<file path="src/rtl/cwdf_pkg.sv">
// cwdf_pkg: shared types, codes and constants of the cone weight density filter.
// Used by cwdf_ctrl, cwdf_dp and cone_weight_density_filter. No dependencies.
package cwdf_pkg;

    localparam int COORD_W  = 16;
    localparam int DENS_W   = 16;
    localparam int WEIGHT_W = 16;
    localparam int IDX_W    = 6;
    localparam int FUNC_W   = 3;
    localparam int STATUS_W = 2;
    localparam int CFG_W    = 7;

    localparam logic [FUNC_W-1:0] FUNC_SRC   = 3'd0;
    localparam logic [FUNC_W-1:0] FUNC_TGT   = 3'd1;
    localparam logic [FUNC_W-1:0] FUNC_COMP  = 3'd2;
    localparam logic [FUNC_W-1:0] FUNC_DENS  = 3'd3;
    localparam logic [FUNC_W-1:0] FUNC_APPLY = 3'd4;

    localparam logic [STATUS_W-1:0] STATUS_OK       = 2'd0;
    localparam logic [STATUS_W-1:0] STATUS_SUM_ZERO = 2'd1;
    localparam logic [STATUS_W-1:0] STATUS_NOT_RDY  = 2'd2;

    localparam logic CFG_SRC_COUNT = 1'b0;
    localparam logic CFG_TGT_COUNT = 1'b1;

    localparam logic [DENS_W-1:0] DENS_ONE = 16'd32768;

    // Q2.14 radius, indexed by floor(sqrt(source count)).
    localparam logic [15:0] RADIUS_Q14 [17] = '{
        16'd24329, 16'd24329, 16'd12164, 16'd8110, 16'd6082, 16'd4866,
        16'd4055,  16'd3476,  16'd3041,  16'd2703, 16'd2433, 16'd2212,
        16'd2027,  16'd1871,  16'd1738,  16'd1622, 16'd1521
    };

    typedef struct packed {
        logic                load;
        logic                ld_radius;
        logic                clr_sum;
        logic                rd_pts;
        logic                sq;
        logic                sqrt_init;
        logic                sqrt_step;
        logic                acc_raw;
        logic                rd_raw;
        logic                div_init;
        logic                div_step;
        logic                wr_weight;
        logic                rd_apply;
        logic                mul;
        logic                acc_apply;
        logic                clr_acc;
        logic                emit;
        logic                emit_idx;
        logic                emit_acc;
        logic                emit_last;
        logic [STATUS_W-1:0] emit_status;
    } cwdf_cmd_t;

    typedef struct packed {
        logic step_done;
        logic sum_zero;
        logic out_busy;
    } cwdf_sts_t;

    // radius for a source count n (1..256)
    function automatic logic [15:0] radius_of(input logic [8:0] n);
        logic [4:0] d;
        d = '0;
        for (int i = 1; i <= 16; i++) begin
            if (9'(i * i) <= n) d = d + 5'd1;
        end
        return RADIUS_Q14[d];
    endfunction

endpackage

</file>
<file path="src/rtl/cwdf_ctrl.sv">
// cwdf_ctrl: sequencer for loads, weight compute and apply; holds the count
// registers, the weights-ready flag and the target/source counters. Uses cwdf_pkg.
module cwdf_ctrl #(
    parameter int MAX_SOURCES = 64,
    parameter int MAX_TARGETS = 64,
    parameter int SRC_CW      = $clog2(MAX_SOURCES + 1),
    parameter int TGT_CW      = $clog2(MAX_TARGETS + 1)
) (
    input  logic                         aclk,
    input  logic                         aresetn,
    input  logic                         s_tvalid,
    output logic                         s_tready,
    input  logic [cwdf_pkg::FUNC_W-1:0]  func,
    input  logic [cwdf_pkg::IDX_W-1:0]   idx,
    input  logic                         cfg_valid,
    output logic                         cfg_ready,
    input  logic                         cfg_index,
    input  logic [cwdf_pkg::CFG_W-1:0]   cfg_data,
    output cwdf_pkg::cwdf_cmd_t          cmd,
    input  cwdf_pkg::cwdf_sts_t          sts,
    output logic [SRC_CW-1:0]            k_cnt,
    output logic [TGT_CW-1:0]            j_cnt,
    output logic [SRC_CW-1:0]            s_eff
);
    localparam logic [3:0] ST_IDLE   = 4'd0;
    localparam logic [3:0] ST_C_RD   = 4'd1;
    localparam logic [3:0] ST_C_SQ   = 4'd2;
    localparam logic [3:0] ST_C_ADD  = 4'd3;
    localparam logic [3:0] ST_C_SQRT = 4'd4;
    localparam logic [3:0] ST_C_ACC  = 4'd5;
    localparam logic [3:0] ST_C_CHK  = 4'd6;
    localparam logic [3:0] ST_D_RD   = 4'd7;
    localparam logic [3:0] ST_D_INIT = 4'd8;
    localparam logic [3:0] ST_D_DIV  = 4'd9;
    localparam logic [3:0] ST_D_WR   = 4'd10;
    localparam logic [3:0] ST_A_RD   = 4'd11;
    localparam logic [3:0] ST_A_MUL  = 4'd12;
    localparam logic [3:0] ST_A_ACC  = 4'd13;
    localparam logic [3:0] ST_A_OUT  = 4'd14;

    logic [3:0] state_reg, state_next;
    logic [SRC_CW-1:0] k_reg, k_next;
    logic [TGT_CW-1:0] j_reg, j_next;
    logic [cwdf_pkg::CFG_W-1:0] src_cnt_reg, tgt_cnt_reg;
    logic wready_reg, wready_next;
    logic [TGT_CW-1:0] t_eff;
    logic s_acc, cfg_acc, last_k, last_j, pt_load;

    assign s_eff = (src_cnt_reg == '0) ? SRC_CW'(1) :
                   (int'(src_cnt_reg) > MAX_SOURCES) ? SRC_CW'(MAX_SOURCES) :
                   SRC_CW'(src_cnt_reg);
    assign t_eff = (tgt_cnt_reg == '0) ? TGT_CW'(1) :
                   (int'(tgt_cnt_reg) > MAX_TARGETS) ? TGT_CW'(MAX_TARGETS) :
                   TGT_CW'(tgt_cnt_reg);

    assign s_tready  = (state_reg == ST_IDLE) && !sts.out_busy;
    assign cfg_ready = 1'b1;
    assign s_acc     = s_tvalid && s_tready;
    assign cfg_acc   = cfg_valid && cfg_ready;
    assign last_k    = (k_reg == s_eff - SRC_CW'(1));
    assign last_j    = (j_reg == t_eff - TGT_CW'(1));
    assign pt_load   = ((func == cwdf_pkg::FUNC_SRC) && (int'(idx) < MAX_SOURCES)) ||
                       ((func == cwdf_pkg::FUNC_TGT) && (int'(idx) < MAX_TARGETS));

    assign k_cnt = k_reg;
    assign j_cnt = j_reg;

    always_comb begin
        cmd         = '0;
        state_next  = state_reg;
        k_next      = k_reg;
        j_next      = j_reg;
        wready_next = wready_reg;
        case (state_reg)
            ST_IDLE: begin
                if (s_acc) begin
                    cmd.load = 1'b1;
                    case (func)
                        cwdf_pkg::FUNC_SRC, cwdf_pkg::FUNC_TGT: begin
                            if (pt_load) wready_next = 1'b0;
                        end
                        cwdf_pkg::FUNC_COMP: begin
                            cmd.ld_radius = 1'b1;
                            cmd.clr_sum   = 1'b1;
                            k_next        = '0;
                            j_next        = '0;
                            state_next    = ST_C_RD;
                        end
                        cwdf_pkg::FUNC_APPLY: begin
                            k_next = '0;
                            j_next = '0;
                            if (wready_reg) begin
                                state_next = ST_A_RD;
                            end else begin
                                cmd.emit        = 1'b1;
                                cmd.emit_status = cwdf_pkg::STATUS_NOT_RDY;
                                cmd.emit_last   = 1'b1;
                            end
                        end
                        default: ;
                    endcase
                end
            end
            ST_C_RD: begin
                cmd.rd_pts = 1'b1;
                state_next = ST_C_SQ;
            end
            ST_C_SQ: begin
                cmd.sq     = 1'b1;
                state_next = ST_C_ADD;
            end
            ST_C_ADD: begin
                cmd.sqrt_init = 1'b1;
                state_next    = ST_C_SQRT;
            end
            ST_C_SQRT: begin
                cmd.sqrt_step = 1'b1;
                if (sts.step_done) state_next = ST_C_ACC;
            end
            ST_C_ACC: begin
                cmd.acc_raw = 1'b1;
                if (last_k) begin
                    state_next = ST_C_CHK;
                end else begin
                    k_next     = k_reg + SRC_CW'(1);
                    state_next = ST_C_RD;
                end
            end
            ST_C_CHK: begin
                k_next = '0;
                if (sts.sum_zero) begin
                    cmd.emit        = 1'b1;
                    cmd.emit_idx    = 1'b1;
                    cmd.emit_status = cwdf_pkg::STATUS_SUM_ZERO;
                    cmd.emit_last   = 1'b1;
                    wready_next     = 1'b0;
                    state_next      = ST_IDLE;
                end else begin
                    state_next = ST_D_RD;
                end
            end
            ST_D_RD: begin
                cmd.rd_raw = 1'b1;
                state_next = ST_D_INIT;
            end
            ST_D_INIT: begin
                cmd.div_init = 1'b1;
                state_next   = ST_D_DIV;
            end
            ST_D_DIV: begin
                cmd.div_step = 1'b1;
                if (sts.step_done) state_next = ST_D_WR;
            end
            ST_D_WR: begin
                cmd.wr_weight = 1'b1;
                if (!last_k) begin
                    k_next     = k_reg + SRC_CW'(1);
                    state_next = ST_D_RD;
                end else if (!last_j) begin
                    k_next      = '0;
                    j_next      = j_reg + TGT_CW'(1);
                    cmd.clr_sum = 1'b1;
                    state_next  = ST_C_RD;
                end else begin
                    cmd.emit        = 1'b1;
                    cmd.emit_status = cwdf_pkg::STATUS_OK;
                    cmd.emit_last   = 1'b1;
                    wready_next     = 1'b1;
                    state_next      = ST_IDLE;
                end
            end
            ST_A_RD: begin
                cmd.rd_apply = 1'b1;
                cmd.clr_acc  = (k_reg == '0);
                state_next   = ST_A_MUL;
            end
            ST_A_MUL: begin
                cmd.mul    = 1'b1;
                state_next = ST_A_ACC;
            end
            ST_A_ACC: begin
                cmd.acc_apply = 1'b1;
                if (last_k) begin
                    state_next = ST_A_OUT;
                end else begin
                    k_next     = k_reg + SRC_CW'(1);
                    state_next = ST_A_RD;
                end
            end
            ST_A_OUT: begin
                if (!sts.out_busy) begin
                    cmd.emit        = 1'b1;
                    cmd.emit_idx    = 1'b1;
                    cmd.emit_acc    = 1'b1;
                    cmd.emit_status = cwdf_pkg::STATUS_OK;
                    cmd.emit_last   = last_j;
                    k_next          = '0;
                    if (last_j) begin
                        state_next = ST_IDLE;
                    end else begin
                        j_next     = j_reg + TGT_CW'(1);
                        state_next = ST_A_RD;
                    end
                end
            end
            default: state_next = ST_IDLE;
        endcase
        if (cfg_acc) wready_next = 1'b0;
    end

    always_ff @(posedge aclk) begin
        if (!aresetn) begin
            state_reg   <= ST_IDLE;
            k_reg       <= '0;
            j_reg       <= '0;
            wready_reg  <= 1'b0;
            src_cnt_reg <= 7'd64;
            tgt_cnt_reg <= 7'd64;
        end else begin
            state_reg  <= state_next;
            k_reg      <= k_next;
            j_reg      <= j_next;
            wready_reg <= wready_next;
            if (cfg_acc && cfg_index == cwdf_pkg::CFG_SRC_COUNT) src_cnt_reg <= cfg_data;
            if (cfg_acc && cfg_index == cwdf_pkg::CFG_TGT_COUNT) tgt_cnt_reg <= cfg_data;
        end
    end

    a_emit_free: assert property (@(posedge aclk) disable iff (!aresetn)
        cmd.emit |-> !sts.out_busy)
        else $error("result issued while output register full");

    a_k_range: assert property (@(posedge aclk) disable iff (!aresetn)
        state_reg != ST_IDLE |-> k_reg < s_eff)
        else $error("source counter beyond source count");

    a_cfg_clears: assert property (@(posedge aclk) disable iff (!aresetn)
        cfg_acc |=> !wready_reg)
        else $error("weights still marked ready after count write");

endmodule

</file>
<file path="config.mk">
export PLATFORM = sky130hd
export DESIGN_NAME = cwdf_ctrl
export DESIGN_NICKNAME = d
export VERILOG_FILES = /design/src/rtl/cwdf_pkg.sv /design/src/rtl/cwdf_ctrl.sv
export SDC_FILE = /design/constraint.sdc
export NUM_CORES = 1
export LEC_CHECK = 0
export ABC_CLOCK_PERIOD_IN_PS = 6600
export CAP_MARGIN = 20
export CORE_UTILIZATION = 60
export DETAILED_ROUTE_END_ITERATION = 8
export DONT_BUFFER_PORTS = 1
export PLACE_DENSITY_LB_ADDON = 0.1
export SLEW_MARGIN = 20
export SYNTH_ARGS = -nofsm -noshare
export SYNTH_HDL_FRONTEND = slang
export SYNTH_SLANG_ARGS = --single-unit
</file>
<file path="constraint.sdc">
create_clock -name aclk -period 6.6 [get_ports aclk]
set_input_delay 1.32 -clock aclk [delete_from_list [all_inputs] [get_ports aclk]]
set_output_delay 1.32 -clock aclk [all_outputs]
set_load 0.02 [all_outputs]
</file>
==> metrics.yaml, run 1 <==
hold_path:
  holdCritPathClass: "reg2reg"
timing:
  timing.fmax_mhz: 209.5
  rsz0062_at_grt: "false"
  period_minus_slack_ps: 4773
  final_max_slew_viol_count: 0
  holdWs_ps: 481.1
  worst_slew_pin_slew_ps: 1081
  finalSetupTns_ps: 0
  relSlewSlack: 0.2695
  fin_crit_sh: 0.7232
  finClkSkew_ps: 5.278
  hold_viol_final: 0
  finalSetupViolCount: 0
logic_synthesis:
  syn_inst: 389
  yosys.area.top_type: "dfxtp_1"
  syn_avg_cell_area_um2: 6.973
  synthArstFlopShare: 0
  yosys_warnings: 0
  yosysTopAreaCellShare: 0.2435
  synth_nets: 418
  synth_area_um2: 2713
  synth.distinct_cells: 64
  ys_seq_area_frac: 0.2435
  synth-edff-count: 0
  synth_area_leaders: "dfxtp_1 (24%), nand2_1 (8.3%), a21oi_1 (5.9%)"
  ys_ff_latch: 33
  synth_flop_cell: "dfxtp_1"
worst_setup_path:
  worstPathCellList: "or4_4 > nor2_1 > o21ai_0 > ha_1 > nor2b_1 > a32o_1 > and4bb_1 > and2_1 > a21oi_1 > o21ai_0"
  critPathMaxStageDelay_ps: 580
  worstSetupStartpointType: "flip-flop"
  crit_top_cell: "o21ai_0"
  worstPathArrival_ps: 3450
  crit_path_end_kind: "output pin"
  cp_max_fo: 9
  cp.required_ps: 5280
  crit_path_top_delay_cell: "or4_4"
  critical_path_class: "reg2out"
global_routing:
  grt_max_degree: 27
  grt_pass1_vias: 2397
  grt_usage: 0.2779
  grt-ovfl-total: 0
  antenna_found_initial: 0
  grt_pass1_wl_um: 11170
clock_tree:
  insertion_delay_ps: 290
  cts_hold_buf: 0
  cts-root-buf: "clkbuf_8"
  cts_resized: 0
  cts_buffer_depth: 2
  cts_max_level: 2
  tritoncts: "yes"
  cts_setup_buffers: 0
  clock_sinks: 33
  clkTransAtPathRegs_ps: 70
  cts_made_buffers: 5
detailed_routing:
  num_vias: 2762
  avgRoutedWirePerCell_um: 15.81
  vias_per_cell: 6.499
  ant_nets: 0
  detail_route.iter0.violations: 168
  wl_um: 6719
  drcViolationCount: 0
  dr.pass1.iters: 5
floorplan:
  die-area_um2: 4794
  core_area_um2: 4354
  start_util: 0.6230
  rows: 24
  ios: 69
  die_w_um: 69.24
  die_h_um: 69.24
final_layout:
  drive_above_1_share: 0.05362
  fin_util: 0.6322
  syn_to_final_growth_pct: 1.476
  final_area_um2: 2753
  nFillCells: 410
  fin_cells: 425
  finalNetCount: 401
  n_antenna_cell: 0
placement:
  postPlaceCellArea_um2: 2666
  hpwlAfterDp_um: 4910
  gp_congestion: 0.9481
  portBuffers: 0
  place_inst: 417
power_and_ir_drop:
  power_frac_comb: 0.171
  powerDensity_nw_per_um2: 164.2
  seqPwrFrac: 0.486
  ir_drop_uv: 88.03
  sw_frac_of_total: 0.3152
  p_clk_frac: 0.343
  p_int_uw: 309.6
  p_leak_uw: 0.0009893
  p_sw_uw: 142.5
run:
  maxCapViolations: 0
run_status:
  status: "completed"
area by class of cell:
cell class / count / area (um^2) / share of cell area
well taps: 52 / 65.06 / 0.02364
clock inverters: 3 / 17.52 / 0.006364
multi-input cells: 317 / 1884 / 0.6845
clock buffers: 5 / 68.82 / 0.02500
inverters: 15 / 56.30 / 0.02045
flip-flops and latches: 33 / 660.6 / 0.2400
power groups by stage:
stage | registers, uW | logic (uW) | clock network, uW
2_1_floorplan | 216 | 74.9 | 0
3_3_place_gp | 224 | 75.5 | 0
3_5_place_dp | 224 | 76.6 | 0
4_1_cts | 219 | 77.1 | 157
5_1_grt | 221 | 86.0 | 165
6_report | 220 | 77.5 | 155
cell usage after synthesis (5+ instances only):
| master | number |
|---|---|
| o211ai_1 | 5 |
| dfxtp_1 | 33 |
| a31oi_1 | 6 |
| mux2i_1 | 5 |
| clkbuf_1 | 19 |
| xnor2_1 | 11 |
| nand2_1 | 60 |
| and3_1 | 9 |
| a21oi_1 | 32 |
| inv_1 | 15 |
| nand3_1 | 19 |
| o21ai_0 | 19 |
| nor2b_1 | 10 |
| ha_1 | 5 |
| nand2b_1 | 11 |
| nor2_1 | 29 |
| nor3_1 | 19 |
kinds of logic after synthesis:
family	count (synthesis)	share of synthesized area
buffers and inverters	39	0.06181
AND/OR/NAND/NOR	192	0.3612
other	1	0.001382
flip-flops	33	0.2435
adder cells (fa/ha/maj)	5	0.02306
multiplexers	6	0.02260
AO/OA/AOI/OAI	101	0.2477
XOR/XNOR	12	0.03875
worst max-delay path: cells and delay by family (launching register included):
kind | cells | cell delay, ps
AOI/OAI and AO/OA | 4 | 990
adders and majority gates | 1 | 330
DFF | 1 | 390
and+or+nand+nor | 5 | 1450
worst paths after layout:
path	from	to	slack (ps)	depth (start not counted)
worst max-delay path	src_cnt_reg[2]	cmd[2]	1830	10
worst min-delay path	tgt_cnt_reg[5]	tgt_cnt_reg[5]	480	2
worst max register to register	src_cnt_reg[2]	j_cnt[5]	3050	11
worst min register to register	tgt_cnt_reg[5]	tgt_cnt_reg[5]	480	2
routing by layer:
layer | global-route usage | share of wire | vias up
met2 | 0.4337 | 0.46 | 109
met4 | 0.08390 | 0.012 | 0
met1 | 0.3923 | 0.46 | 1276
met3 | 0.04651 | 0.064 | 8
met5 | 0 | 0 | -
li1 | - | - | 1369
per-stage QoR:
step / total power [uW] / setup slack, ps
floorplan: 290.7 / 2413
global placement: 299.3 / 2158
detailed placement: 300.6 / 2154
CTS: 453.2 / 1823
global route: 471.8 / 1486
finish: 452.1 / 1827
cells in the final DEF (no fill, tap or decap), types with 10 or more instances in the layout:
master    instances
nand2_1          60
dfxtp_1          33
a21oi_1          32
nor2_1           29
o21ai_0          19
nor3_1           19
nand3_1          19
inv_1            15
nand2b_1         11
xnor2_1          11
nor2b_1          10
(Power assumes the default switching activity.)
==> run 2, diff against run 1 <==
ABC_CLOCK_PERIOD_IN_PS = 3800   (was 6600)
CORE_UTILIZATION = 58   (was 60)
clock period = 3.8 ns   (was 6.6 ns; I/O delays follow)
==> run 2 against run 1 <==
Power up 77%. Critical endpoint is now cmd[5]. Clock power up 72%. Cell count up 4.7%. Highest routed layer unchanged. Register-to-register slack worse by 2600 ps. Largest cell class unchanged. Routed wire length up 5.6%. Largest power group unchanged. First-iteration DRC count down 4.8%. Clock skew up 1.1 ps.
==> metrics.yaml, run 2 (synthesis results as in run 1) <==
run_status:
  status: "completed"
detailed_routing:
  wl_met1_um: 3156  # +1.6%
  wl_um: 7093  # +5.6%
  avgRoutedWirePerCell_um: 15.94  # +0.82%
  wl_met2_um: 3376  # +8.7%
  vias_per_cell: 6.492  # -0.10%
  met3_wirelength_um: 497  # +16%
  dr.max_layer_used: "met4"
  drcViolationCount: 0  # unchanged
  num_vias: 2889  # +4.6%
  detail_route.iter0.violations: 160  # -4.8%
  ant_nets: 0  # unchanged
  dr.pass1.iters: 4  # -1
timing:
  finalSetupViolCount: 0  # unchanged
  timing.fmax_mhz: 271.5
  period_minus_slack_ps: 3683
  finClkSkew_ps: 6.388  # +1.110 ps
  relSlewSlack: 0.5131  # +0.2436
  rsz0062_at_grt: "false"
  worst_slew_pin_slew_ps: 724.8  # -355.8 ps
  hold_viol_final: 0  # unchanged
  final_max_slew_viol_count: 0  # unchanged
  finalSetupTns_ps: 0  # unchanged
  fin_crit_sh: 0.9692
clock_tree:
  tritoncts: "yes"
  cts-root-buf: "clkbuf_8"
  clkTransAtPathRegs_ps: 80  # about the same
  cts_max_level: 2  # unchanged
  cts_buffer_depth: 2  # unchanged
  cts_hold_buf: 0  # unchanged
  cts_made_buffers: 5  # unchanged
  clock_sinks: 33  # unchanged
  insertion_delay_ps: 290  # about the same
worst_setup_path:
  cp.required_ps: 3040  # -2240 ps
  worstSetupStartpointType: "flip-flop"
  crit_path_end_kind: "output pin"
  critical_path_class: "reg2out"
  worstPathArrival_ps: 2920  # -530 ps
  cp_max_fo: 4  # -5
run:
  maxCapViolations: 0  # unchanged
final_layout:
  drive_above_1_share: 0.1450  # +0.09142
  nFillCells: 408  # -0.49%
  fin_cells: 445  # +4.7%
  n_antenna_cell: 0  # unchanged
  syn_to_final_growth_pct: 9.825
  final_area_um2: 2979  # +8.2%
  layout_common_cells: "nand2_1 (59), a21oi_1 (30), dfxtp_1 (30), nor2_1 (27), nand3_1 (19)"
  layout_commonest_cell: "nand2_1"
  finalNetCount: 421  # +5.0%
floorplan:
  rows: 24  # unchanged
  core_area_um2: 4414  # +1.4%
  die-area_um2: 4954  # +3.3%
  die_h_um: 70.39  # +1.7%
  ios: 69  # unchanged
  die_w_um: 70.39  # +1.7%
  start_util: 0.6145  # -0.008476
placement:
  postPlaceCellArea_um2: 2786  # +4.5%
  gp_congestion: 0.9309  # -1.8%
  hpwlAfterDp_um: 5205  # +6.0%
  portBuffers: 0  # unchanged
  place_inst: 433  # +3.8%
global_routing:
  grt_pass1_wl_um: 11760  # +5.2%
  grt-ovfl-total: 0  # unchanged
  grt_usage: 0.2871  # +0.009226
  grt_pass1_vias: 2580  # +7.6%
  grt_max_degree: 18  # -33%
  antenna_found_initial: 0  # unchanged
power_and_ir_drop:
  ir_drop_uv: 192.7  # +120%
  p_total_uw: 801.4  # +77%
  p_leak_uw: 0.001131  # +14%
  powerDensity_nw_per_um2: 269.0  # +64%
hold_path:
  holdCritPathClass: "reg2reg"
-- run 2: worst paths after layout --
check                       from              to  slack [ps]  cells past startpoint
hold / removal    tgt_cnt_reg[5]  tgt_cnt_reg[5]         490                      2
setup / recovery  src_cnt_reg[5]          cmd[5]         120                     12
hold reg to reg   tgt_cnt_reg[5]  tgt_cnt_reg[5]         490                      2
setup reg to reg  src_cnt_reg[5]        j_cnt[5]         450                     12
-- run 2: what timing repair did --
item                       4_1_cts  5_1_grt
setup endpoints to repair        3        3
pin swaps                        1       10
setup buffers                    2        2
cloned                           0        0
gates resized for setup          2       25
-- run 2: through the flow --
stage          hold WS (ps)  utilization  setup slack [ps]
2_1_floorplan         445.8            -             172.7
3_3_place_gp          456.8       0.6312             184.8
3_5_place_dp          468.8       0.6312             147.1
4_1_cts               480.6       0.6553             7.224
5_1_grt               540.9       0.6749             4.913
6_report              492.7       0.6749             117.1
-- run 2: critical path: stages, from the launching register on --
cell      delay [ps]
dfxtp_2          320
or4_4            570
nor2_4           130
o21ai_2           70
ha_2             210
buf_6            120
nor2b_4          110
a32o_1           200
and4bb_2         340
and2_4           200
nand2_4           60
o21ai_2          160
buf_6            140
-- run 2: per-layer routing --
| metal | track usage | vias to the layer above |
|---|---|---|
| met3 | 0.05339 | 9 |
| met4 | 0.06000 | 0 |
| met5 | 0 | - |
| met1 | 0.3815 | 1372 |
| met2 | 0.4815 | 100 |
| li1 | - | 1408 |
-- run 2: where the power goes --
| group | switching, uW | leakage (uW) | internal [uW] |
|---|---|---|---|
| logic | 91.8 | 0.000818 | 68.0 |
| clock network | 139 | 0.0000439 | 126 |
| registers | 20.1 | 0.000269 | 356 |
| total | 251 | 0.00113 | 550 |
-- run 2: cell type report --
type | instances | area, um^2 | area share
Inverter | 15 | 56.30 | 0.01890
Multi-Input combinational cell | 317 | 1949 | 0.6543
Tap cell | 52 | 65.06 | 0.02184
Sequential cell | 33 | 664.4 | 0.2230
Clock inverter | 3 | 17.52 | 0.005880
Clock buffer | 5 | 68.82 | 0.02310
Timing Repair Buffer | 20 | 157.7 | 0.05292
